--- src/rtl/prlf_pkg.sv ---
`timescale 1ns / 1ps

package prlf_pkg;

  localparam int unsigned WordBits = 32;
  localparam int unsigned QueueDepth = 4;
  localparam logic [15:0] MarginBase = 16'hff00;
  localparam logic [15:0] MarginMax = 16'hfeff;

  typedef enum logic [1:0] {
    MODE_START = 2'd0,
    MODE_TICK  = 2'd1,
    MODE_DATA  = 2'd2
  } mode_e;

  typedef enum logic [1:0] {
    KIND_MARGIN = 2'd0,
    KIND_DATA   = 2'd1,
    KIND_EOL    = 2'd2
  } kind_e;

  typedef enum logic [2:0] {
    REG_VBLANK_LINES    = 3'd0,
    REG_IMAGE_LINES     = 3'd1,
    REG_LAST_WORD_INDEX = 3'd2,
    REG_LEFT_BITS       = 3'd3,
    REG_RIGHT_BITS      = 3'd4,
    REG_HBLANK_BASE     = 3'd5,
    REG_X_OFFSET        = 3'd6
  } reg_e;

  typedef struct packed {
    logic [1:0]          mode;
    logic [WordBits-1:0] pixel_word;
  } in_t;

  typedef struct packed {
    logic [1:0]          kind;
    logic [WordBits-1:0] value;
    logic                page_done;
    logic                last;
  } out_t;

endpackage

--- src/rtl/printer_raster_line_feeder.sv ---
`timescale 1ns / 1ps

// Raster line feeder: formats one page of 1-bit pixel words for the video FIFO.
// Input channel in_*: one beat carries a mode (start page, blank-line tick,
// data word) and a 32-bit pixel word. Output channel out_*: each beat is a
// margin value, a masked data word or an end-of-line zero word; last marks
// the final beat caused by one input beat, page_done the marker closing a page.
// Both channels use valid/stall; a beat moves when valid is high and stall low.
// Throughput: one input beat per cycle while the queue has room; the word that
// ends a line makes two output beats, so a stream of lines is paced by the
// output side. The four-entry result queue and the input register set this rate.
// Stall: a stalled receiver fills the queue to under two free entries, then
// the input register holds and in_stall_o rises; no beat is lost or repeated.
// Reset clears the page state and the queue; registers return to their
// defaults (84 blank lines, 255 horizontal blank, all else zero).
// Configuration: cfg_we_i writes register cfg_idx_i; an index of seven is ignored.
module printer_raster_line_feeder (
  input  logic           clk_i,
  input  logic           rst_ni,
  input  logic           in_valid_i,
  output logic           in_stall_o,
  input  prlf_pkg::in_t  in_data_i,
  output logic           out_valid_o,
  input  logic           out_stall_i,
  output prlf_pkg::out_t out_data_o,
  input  logic           cfg_we_i,
  input  logic [2:0]     cfg_idx_i,
  input  logic [15:0]    cfg_wdata_i
);

  localparam int unsigned WB = prlf_pkg::WordBits;

  logic [15:0] vblank_q, image_q, hblank_q;
  logic [15:0] xoff_q;
  logic [7:0]  lwi_q;
  logic [4:0]  left_q, right_q;

  prlf_pkg::in_t in_q;
  logic          in_vld_q, in_vld_d;
  logic          active_q, active_d;
  logic [7:0]    word_pos_q, word_pos_d;
  logic [16:0]   line_q, line_d;

  logic           room;
  logic           proc;
  logic           accept;
  logic [1:0]     push_cnt;
  prlf_pkg::out_t res0, res1;

  logic [16:0]        total;
  logic [16:0]        line_inc;
  logic               done;
  logic               in_image;
  logic               end_line;
  logic [WB-1:0]      word;
  logic signed [19:0] span;
  logic signed [19:0] margin_raw;
  logic [15:0]        margin;

  assign accept     = in_valid_i && !in_stall_o;
  assign in_stall_o = in_vld_q && !room;
  assign proc       = in_vld_q && room;

  assign total    = {1'b0, vblank_q} + {1'b0, image_q};
  assign line_inc = line_q + 17'd1;
  assign done     = (line_inc >= total);
  assign in_image = (line_q >= {1'b0, vblank_q});
  assign end_line = (word_pos_q >= lwi_q);

  assign span = $signed({4'b0, hblank_q}) - $signed({15'b0, left_q})
              + $signed({{4{xoff_q[15]}}, xoff_q});
  assign margin_raw = $signed({4'b0, prlf_pkg::MarginBase}) - span;

  always_comb begin
    if (margin_raw < 0) begin
      margin = '0;
    end else if (margin_raw > $signed({4'b0, prlf_pkg::MarginMax})) begin
      margin = prlf_pkg::MarginMax;
    end else begin
      margin = margin_raw[15:0];
    end
  end

  always_comb begin
    word = in_q.pixel_word;
    if (word_pos_q == 8'd0 && left_q != 5'd0) begin
      word = word & ({WB{1'b1}} >> left_q);
    end
    if (end_line && right_q != 5'd0) begin
      word = word & ~({WB{1'b1}} >> right_q);
    end
  end

  always_comb begin
    active_d   = active_q;
    word_pos_d = word_pos_q;
    line_d     = line_q;
    push_cnt   = 2'd0;
    res0       = '{kind: prlf_pkg::KIND_EOL, value: '0, page_done: done, last: 1'b1};
    res1       = '{kind: prlf_pkg::KIND_EOL, value: '0, page_done: done, last: 1'b1};
    if (proc) begin
      case (in_q.mode)
        prlf_pkg::MODE_START: begin
          word_pos_d = '0;
          line_d     = '0;
          active_d   = (total != 17'd0);
          res0.kind  = prlf_pkg::KIND_MARGIN;
          res0.value = WB'(margin);
          res0.page_done = 1'b0;
          push_cnt   = 2'd1;
        end
        prlf_pkg::MODE_TICK: begin
          if (active_q && !in_image) begin
            line_d   = line_inc;
            active_d = !done;
            push_cnt = 2'd1;
          end
        end
        prlf_pkg::MODE_DATA: begin
          if (active_q && in_image) begin
            res0.kind      = prlf_pkg::KIND_DATA;
            res0.value     = word;
            res0.page_done = 1'b0;
            if (!end_line) begin
              word_pos_d = word_pos_q + 8'd1;
              push_cnt   = 2'd1;
            end else begin
              res0.last  = 1'b0;
              word_pos_d = '0;
              line_d     = line_inc;
              active_d   = !done;
              push_cnt   = 2'd2;
            end
          end
        end
        default: begin
        end
      endcase
    end
  end

  always_comb begin
    in_vld_d = in_vld_q;
    if (accept) begin
      in_vld_d = 1'b1;
    end else if (proc) begin
      in_vld_d = 1'b0;
    end
  end

  always_ff @(posedge clk_i or negedge rst_ni) begin
    if (!rst_ni) begin
      in_vld_q   <= 1'b0;
      active_q   <= 1'b0;
      word_pos_q <= '0;
      line_q     <= '0;
    end else begin
      in_vld_q   <= in_vld_d;
      active_q   <= active_d;
      word_pos_q <= word_pos_d;
      line_q     <= line_d;
    end
  end

  always_ff @(posedge clk_i) begin
    if (accept) begin
      in_q <= in_data_i;
    end
  end

  always_ff @(posedge clk_i or negedge rst_ni) begin
    if (!rst_ni) begin
      vblank_q <= 16'd84;
      image_q  <= '0;
      lwi_q    <= '0;
      left_q   <= '0;
      right_q  <= '0;
      hblank_q <= 16'd255;
      xoff_q   <= '0;
    end else if (cfg_we_i) begin
      case (cfg_idx_i)
        prlf_pkg::REG_VBLANK_LINES:    vblank_q <= cfg_wdata_i;
        prlf_pkg::REG_IMAGE_LINES:     image_q  <= cfg_wdata_i;
        prlf_pkg::REG_LAST_WORD_INDEX: lwi_q    <= cfg_wdata_i[7:0];
        prlf_pkg::REG_LEFT_BITS:       left_q   <= cfg_wdata_i[4:0];
        prlf_pkg::REG_RIGHT_BITS:      right_q  <= cfg_wdata_i[4:0];
        prlf_pkg::REG_HBLANK_BASE:     hblank_q <= cfg_wdata_i;
        prlf_pkg::REG_X_OFFSET:        xoff_q   <= cfg_wdata_i;
        default: begin
        end
      endcase
    end
  end

  prlf_out_queue u_queue (
    .clk_i       (clk_i),
    .rst_ni      (rst_ni),
    .push_cnt_i  (push_cnt),
    .first_i     (res0),
    .second_i    (res1),
    .room_o      (room),
    .out_valid_o (out_valid_o),
    .out_stall_i (out_stall_i),
    .out_data_o  (out_data_o)
  );

  a_start_clears: assert property (@(posedge clk_i) disable iff (!rst_ni)
    proc && in_q.mode == prlf_pkg::MODE_START |=> word_pos_q == '0 && line_q == '0)
    else $error("start beat did not clear the line counters");

  a_done_closes: assert property (@(posedge clk_i) disable iff (!rst_ni)
    push_cnt != 2'd0 && in_q.mode != prlf_pkg::MODE_START
      && (res0.kind == prlf_pkg::KIND_EOL || push_cnt == 2'd2) && done |=> !active_q)
    else $error("page stayed open after its final marker");

  a_out_needs_push: assert property (@(posedge clk_i) disable iff (!rst_ni)
    $rose(out_valid_o) |-> $past(proc))
    else $error("output beat appeared without a processed input beat");

endmodule

--- src/rtl/prlf_out_queue.sv ---
`timescale 1ns / 1ps

module prlf_out_queue (
  input  logic            clk_i,
  input  logic            rst_ni,
  input  logic [1:0]      push_cnt_i,
  input  prlf_pkg::out_t  first_i,
  input  prlf_pkg::out_t  second_i,
  output logic            room_o,
  output logic            out_valid_o,
  input  logic            out_stall_i,
  output prlf_pkg::out_t  out_data_o
);

  localparam int unsigned PtrW = $clog2(prlf_pkg::QueueDepth);
  localparam int unsigned CntW = $clog2(prlf_pkg::QueueDepth + 1);

  prlf_pkg::out_t entry_q [prlf_pkg::QueueDepth];
  logic [PtrW-1:0] wr_ptr_q, wr_ptr_d;
  logic [PtrW-1:0] rd_ptr_q, rd_ptr_d;
  logic [CntW-1:0] cnt_q, cnt_d;
  logic            pop;
  logic [PtrW-1:0] wr_next;

  assign pop         = (cnt_q != '0) && !out_stall_i;
  assign out_valid_o = (cnt_q != '0);
  assign out_data_o  = entry_q[rd_ptr_q];
  assign room_o      = (cnt_q <= CntW'(prlf_pkg::QueueDepth - 2));
  assign wr_next     = wr_ptr_q + PtrW'(1);

  always_comb begin
    wr_ptr_d = wr_ptr_q + PtrW'(push_cnt_i);
    rd_ptr_d = rd_ptr_q + PtrW'(pop);
    cnt_d    = cnt_q + CntW'(push_cnt_i) - CntW'(pop);
  end

  always_ff @(posedge clk_i or negedge rst_ni) begin
    if (!rst_ni) begin
      wr_ptr_q <= '0;
      rd_ptr_q <= '0;
      cnt_q    <= '0;
    end else begin
      wr_ptr_q <= wr_ptr_d;
      rd_ptr_q <= rd_ptr_d;
      cnt_q    <= cnt_d;
    end
  end

  always_ff @(posedge clk_i) begin
    if (push_cnt_i != 2'd0) begin
      entry_q[wr_ptr_q] <= first_i;
    end
    if (push_cnt_i == 2'd2) begin
      entry_q[wr_next] <= second_i;
    end
  end

endmodule
--- config.mk ---
export PLATFORM = sky130hd
export DESIGN_NAME = printer_raster_line_feeder
export DESIGN_NICKNAME = d
export VERILOG_FILES = /design/src/rtl/prlf_pkg.sv /design/src/rtl/printer_raster_line_feeder.sv /design/src/rtl/prlf_out_queue.sv
export SDC_FILE = /design/constraint.sdc
export NUM_CORES = 1
export LEC_CHECK = 0
export ABC_AREA = 1
export ABC_CLOCK_PERIOD_IN_PS = 5400
export BUFFER_PORTS_ARGS = -buffer_cell sky130_fd_sc_hd__buf_2
export CELL_PAD_IN_SITES_DETAIL_PLACEMENT = 1
export CELL_PAD_IN_SITES_GLOBAL_PLACEMENT = 1
export CORE_UTILIZATION = 46
export DETAILED_ROUTE_END_ITERATION = 10
export MAX_ROUTING_LAYER = met4
export PLACE_DENSITY = 0.86
export SLEW_MARGIN = 20
export SYNTH_ARGS = -nofsm -noshare
export SYNTH_HDL_FRONTEND = slang
export SYNTH_SLANG_ARGS = --single-unit
--- constraint.sdc ---
create_clock -name clk_i -period 5.4 [get_ports clk_i]
set_clock_uncertainty 0.1 [all_clocks]
set_input_delay 0.27 -clock clk_i [delete_from_list [all_inputs] [get_ports clk_i]]
set_output_delay 0.27 -clock clk_i [all_outputs]
set_load 0.005 [all_outputs]
# Word level (Yosys, flattened, before mapping)
# Memory sizes are Yosys's and may differ from the RTL's.
# Index checks and enable logic that the tools add are counted.
# totals
out_inout_bits	38
input_bits	58
ram_bits	144
memories	1
reg_bits	150
elab_cells	115
# mem_list
name	depth	word_bits	rd	rd_clocked_by_memory_dff	wr	line	text
u_queue.entry_q	4	36	1	0	2	prlf_out_queue.sv:18	prlf_pkg::out_t entry_q [prlf_pkg::QueueDepth];
# classes
magnitude_cmp	6
n_reduce_logical	33
muxes	31
shift	2
bitwise_logic	3
eq_ne	12
addsub	11
# ops
cell	count
36-bit 2-to-1 mux	2
35-bit one-hot mux with 2 select lines	1
32-bit AND	2
32-bit 2-to-1 mux	2
32-bit by 5-bit >> shifter with 32-bit output (first input constant)	2
17-bit 2-to-1 mux	3
17-bit one-hot mux with 3 select lines	1
16-bit 2-to-1 mux	2
32-bit inverter	1
19-bit by 17-bit greater-than comparator with 1-bit output (second input constant)	1
19-bit by 1-bit less-than comparator with 1-bit output (second input constant)	1
17-bit by 18-bit subtractor with 19-bit output (first input constant)	1
17-bit by 16-bit adder with 18-bit output	1
16-bit by 16-bit adder with 17-bit output	1
17-bit by 1-bit adder with 17-bit output (second input constant)	1
17-bit by 16-bit greater-or-equal comparator with 1-bit output	1
17-bit greater-or-equal comparator	1
17-bit nonzero test	1
16-bit by 5-bit subtractor with 17-bit output	1
8-bit 2-to-1 mux	2
8-bit one-hot mux with 2 select lines	1
2-bit AND reduction	7
1-bit 2-to-1 mux	12
5-bit nonzero test	2
other kinds (26)	48

# Longest topological paths before layout
# depth
ltp_word	9
depth_mapped	36

# Modules after synthesis
# A second synthesis with hierarchy kept.
# unflattened
cells_unflattened	2233
area_unflattened_um2	18285.0
# by_module_without_submodules
module	cells_each	instances	area_each_um2	seq_area_each_um2
printer_raster_line_feeder	1439	1	10517.6	3762.4
prlf_out_queue	794	1	7767.4	4499.3

# Worst setup path before layout
# No wires, ideal clock.
# synth_path
path_type	flip-flop to flip-flop
from	reg left_q[1]
to	mem u_queue.entry_q[1][8] in the netlist's numbering
stages_incl_launch_ff	35
required_time_ns	5.186
setup_ns	0.114
path_buffers	2
slack_ns	0.898
arrival_ns	4.289
cell_sequence	dfrtp_1 clkbuf_1 inv_1 fa_1 a21oi_1 o21bai_1 nand2_1 nand2_1 nor3_1 nand2_1 nor3_1 nand3b_1 nor3_1 inv_1 ha_1 ha_1 nand2_1 inv_1 nand2_1 nand2_1 a21oi_1 nand2_1 nand2_1 nand2_1 inv_1 nand2_1 nor2_1 nand2_1 nand2_1 buf_2 nand2_1 nand2_1 nand2_1 nand3_1 nand2_1
# synth_rtl
element	line	text
start: declaration	printer_raster_line_feeder.sv:36	logic [4:0] left_q, right_q;
start signal: assignment	printer_raster_line_feeder.sv:185	prlf_pkg::REG_LEFT_BITS: left_q <= cfg_wdata_i[4:0];
end: declaration	prlf_out_queue.sv:18	

==> impl_metrics.json <==
{
  "hold_viol_final": 0,
  "synth_edf_count": 38,
  "grt_pass1_vias": 17900,
  "clk_pin_slew_ps": 60,
  "cp_max_fo": 6,
  "synth_top_area_share_pct": 16.6,
  "drt-pass1-iter-count": 5,
  "ys.flop_type": "dfxtp_1",
  "status": "completed",
  "drc_errors": 0,
  "via_count": 17000,
  "synth.distinct_cells": 50,
  "dp.final_hpwl_mm": 39.5,
  "drive_above_1_share_pct": 10.1,
  "n_antenna_cell": 0,
  "layout_commonest_cell": "nand2_1",
  "drv_cap": 0,
  "drv_slew": 0,
  "synthCells": 2279,
  "wl_mm": 60.3,
  "ys_ff_latch": 294,
  "die_area_um2": 37500,
  "relSlewSlack_pct": 21.4,
  "start_util_pct": 47.1,
  "fin_nets": 2564,
  "pwr_density_cell_nw_per_um2": 536,
  "synthesis.nets": 2449,
  "tritoncts": "built",
  "cts.sinks": 294,
  "clk_latency_ps": 560,
  "hold_class": "in2reg",
  "clockBufferDepth": 3,
  "num_rows": 69,
  "wl_per_cell_um": 20.9,
  "cts_buffers": 35,
  "synthTopCellsByArea": "dfxtp_1 17%, dfrtp_1 16%, nand2_1 14%",
  "synthArstFlopShare_pct": 39.5,
  "antenna_found_initial": 0,
  "required_ps": 5750,
  "placed_area_um2": 17700,
  "fmax_mhz": 196,
  "layoutNonFillerInstCount": 2882,
  "netlist_area_um2": 16900,
  "arrival_ps": 5440,
  "r2r_cells": 29,
  "design_area_um2": 19500,
  "mostFrequentLayoutCells": "609 x nand2_1, 270 x nand3_1, 221 x o21ai_0",
  "synth_area_per_cell_um2": 7.41,
  "synth_top_area_cell": "dfxtp_1",
  "io_buffers": 95,
  "die_x_um": 194,
  "worstSetupPathType": "reg2reg",
  "drt_iter0_drc": 1284,
  "cts_root_buffer": "clkbuf_16",
  "grt_max_degree": 78,
  "cts.htree.levels": 2,
  "antenna_left": 0,
  "pin_count": 96,
  "min_path_cells": 3,
  "critPathLaunchType": "flop",
  "synthToLayoutAreaGrowth_pct": 15.5,
  "ys_warn_count": 0,
  "leakage_nw": 9.52,
  "vias_per_cell": 5.89,
  "worst_path_largest_cell_delay_ps": 420,
  "min_period_ps": 5090,
  "overflow": 0,
  "endpoint_kind": "flop",
  "peakVddDrop_v": 0.000314,
  "gr-usage-all-layers_pct": 33.2,
  "tightest_slew_ps": 1180,
  "ys_seq_area_share_pct": 40.6,
  "die_y_um": 194,
  "fin_crit_sh_pct": 94.3,
  "grt_pass1_wl_mm": 95.6,
  "place.gp.congestion": 0.948,
  "slowest_stage": "fa_1",
  "dp_cells": 2764,
  "coreArea_um2": 35800,
  "setup_viol": 0
}
[per-layer routing]
metal  global-route usage [%]  share of wire, %
met1                     41.8                43
met2                     54.3                48
met3                     3.50               5.7
met4                     13.7               3.4
met5                        -                 0
[power breakdown]
| part | leakage (nW) | total [mW] | switching, mW | internal [mW] |
|---|---|---|---|---|
| combinational | 6.01 | 5.00 | 3.35 | 1.65 |
| clock | 0.560 | 2.42 | 1.02 | 1.40 |
| sequential | 2.95 | 3.03 | 0.332 | 2.70 |
| total | 9.52 | 10.4 | 4.70 | 5.75 |
[layout make-up]
type	instances	area (µm²)
clock inverter	19	185
timing repair buffer	170	1210
inverter	220	826
clock buffer	45	955
multi-input combinational	1673	8890
tap	461	577
fill	4520	16300
sequential	294	6860
[timing repair]
item,CTS,global route
pin swaps,0,8
hold endpoints to repair,133,0
setup endpoints to repair,45,64
hold buffers,46,0
cloned,0,1
gates resized for setup,6,29
buffers inserted,0,4
[flip-flops by register name, summed over array words and instances, names as in the netlist, 2 cells and up]
signal	flops
left_q	5
u_queue.entry_q	144
vblank_q	16
line_q	17
lwi_q	8
u_queue.cnt_q	3
xoff_q	16
image_q	16
u_queue.rd_ptr_q	2
u_queue.wr_ptr_q	2
right_q	5
in_q	34
hblank_q	16
word_pos_q	8
[stage by stage]
step	total power [mW]	util, %	TNS (ps)	hold WS [ps]	setup WS (ps)
after global placement	7.52	49.3	0	347	123
after global routing	11.1	54.4	-628	69.6	-51.3
final	10.4	54.4	0	36.4	309
after floorplan	6.15	-	0	-126	898
after detailed placement	7.72	49.3	-5790	349	-217
after CTS	10.2	53.8	0	15.0	21.1
[Yosys cell counts (all sizes together) (3+ instances only)]
cell type and count:
nand4 25, nor4 6, o21bai 4, a21oi 72, clkinv 3, o21ai 225
edfxtp 38, dfrtp 105, inv 217, nand2 623, nand3b 11, o2111ai 9
ha 108, buf 49, fa 4, dfxtp 140, dfstp 11, nor3 21
o211ai 4, xor2 25, nand3 275, xnor2 22, nor2 185, o22ai 36
clkbuf 44, or2 3
[final timing paths]
path	slack, ps	to	startpoint
setup / recovery	310	u_queue.entry_q[3][2]$_SDFFE_PP0P_	hblank_q[0]$_DFFE_PN1P_
min in group asynchronous	200	u_queue.cnt_q[0]$_DFF_PN0_	rst_ni
hold reg to reg	360	u_queue.entry_q[1][33]$_SDFFE_PP0P_	u_queue.entry_q[1][33]$_SDFFE_PP0P_
max in group asynchronous	3890	vblank_q[4]$_DFFE_PN1P_	rst_ni
hold / removal	40	hblank_q[15]$_DFFE_PN0P_	cfg_wdata_i[15]
setup reg to reg	310	u_queue.entry_q[3][2]$_SDFFE_PP0P_	hblank_q[0]$_DFFE_PN1P_
[cells by family after synthesis]
logic type	share of synthesized area (%)
buffers and inverters	7.67
AO/OA/AOI/OAI	11.7
adder cells (fa/ha/maj)	8.47
XOR/XNOR	2.44
flip-flops	40.6
AND/OR/NAND/NOR	29.2
[critical path, delay by kind of cell (launching register included)]
kind	cells	cell delay, ps
AND/OR/NAND/NOR	18	2420
adder cells (fa/ha/maj)	4	1300
AO/OA/AOI/OAI	3	460
flip-flops	1	390
buffers and inverters	4	290
Power figures use the tool's default switching activity.
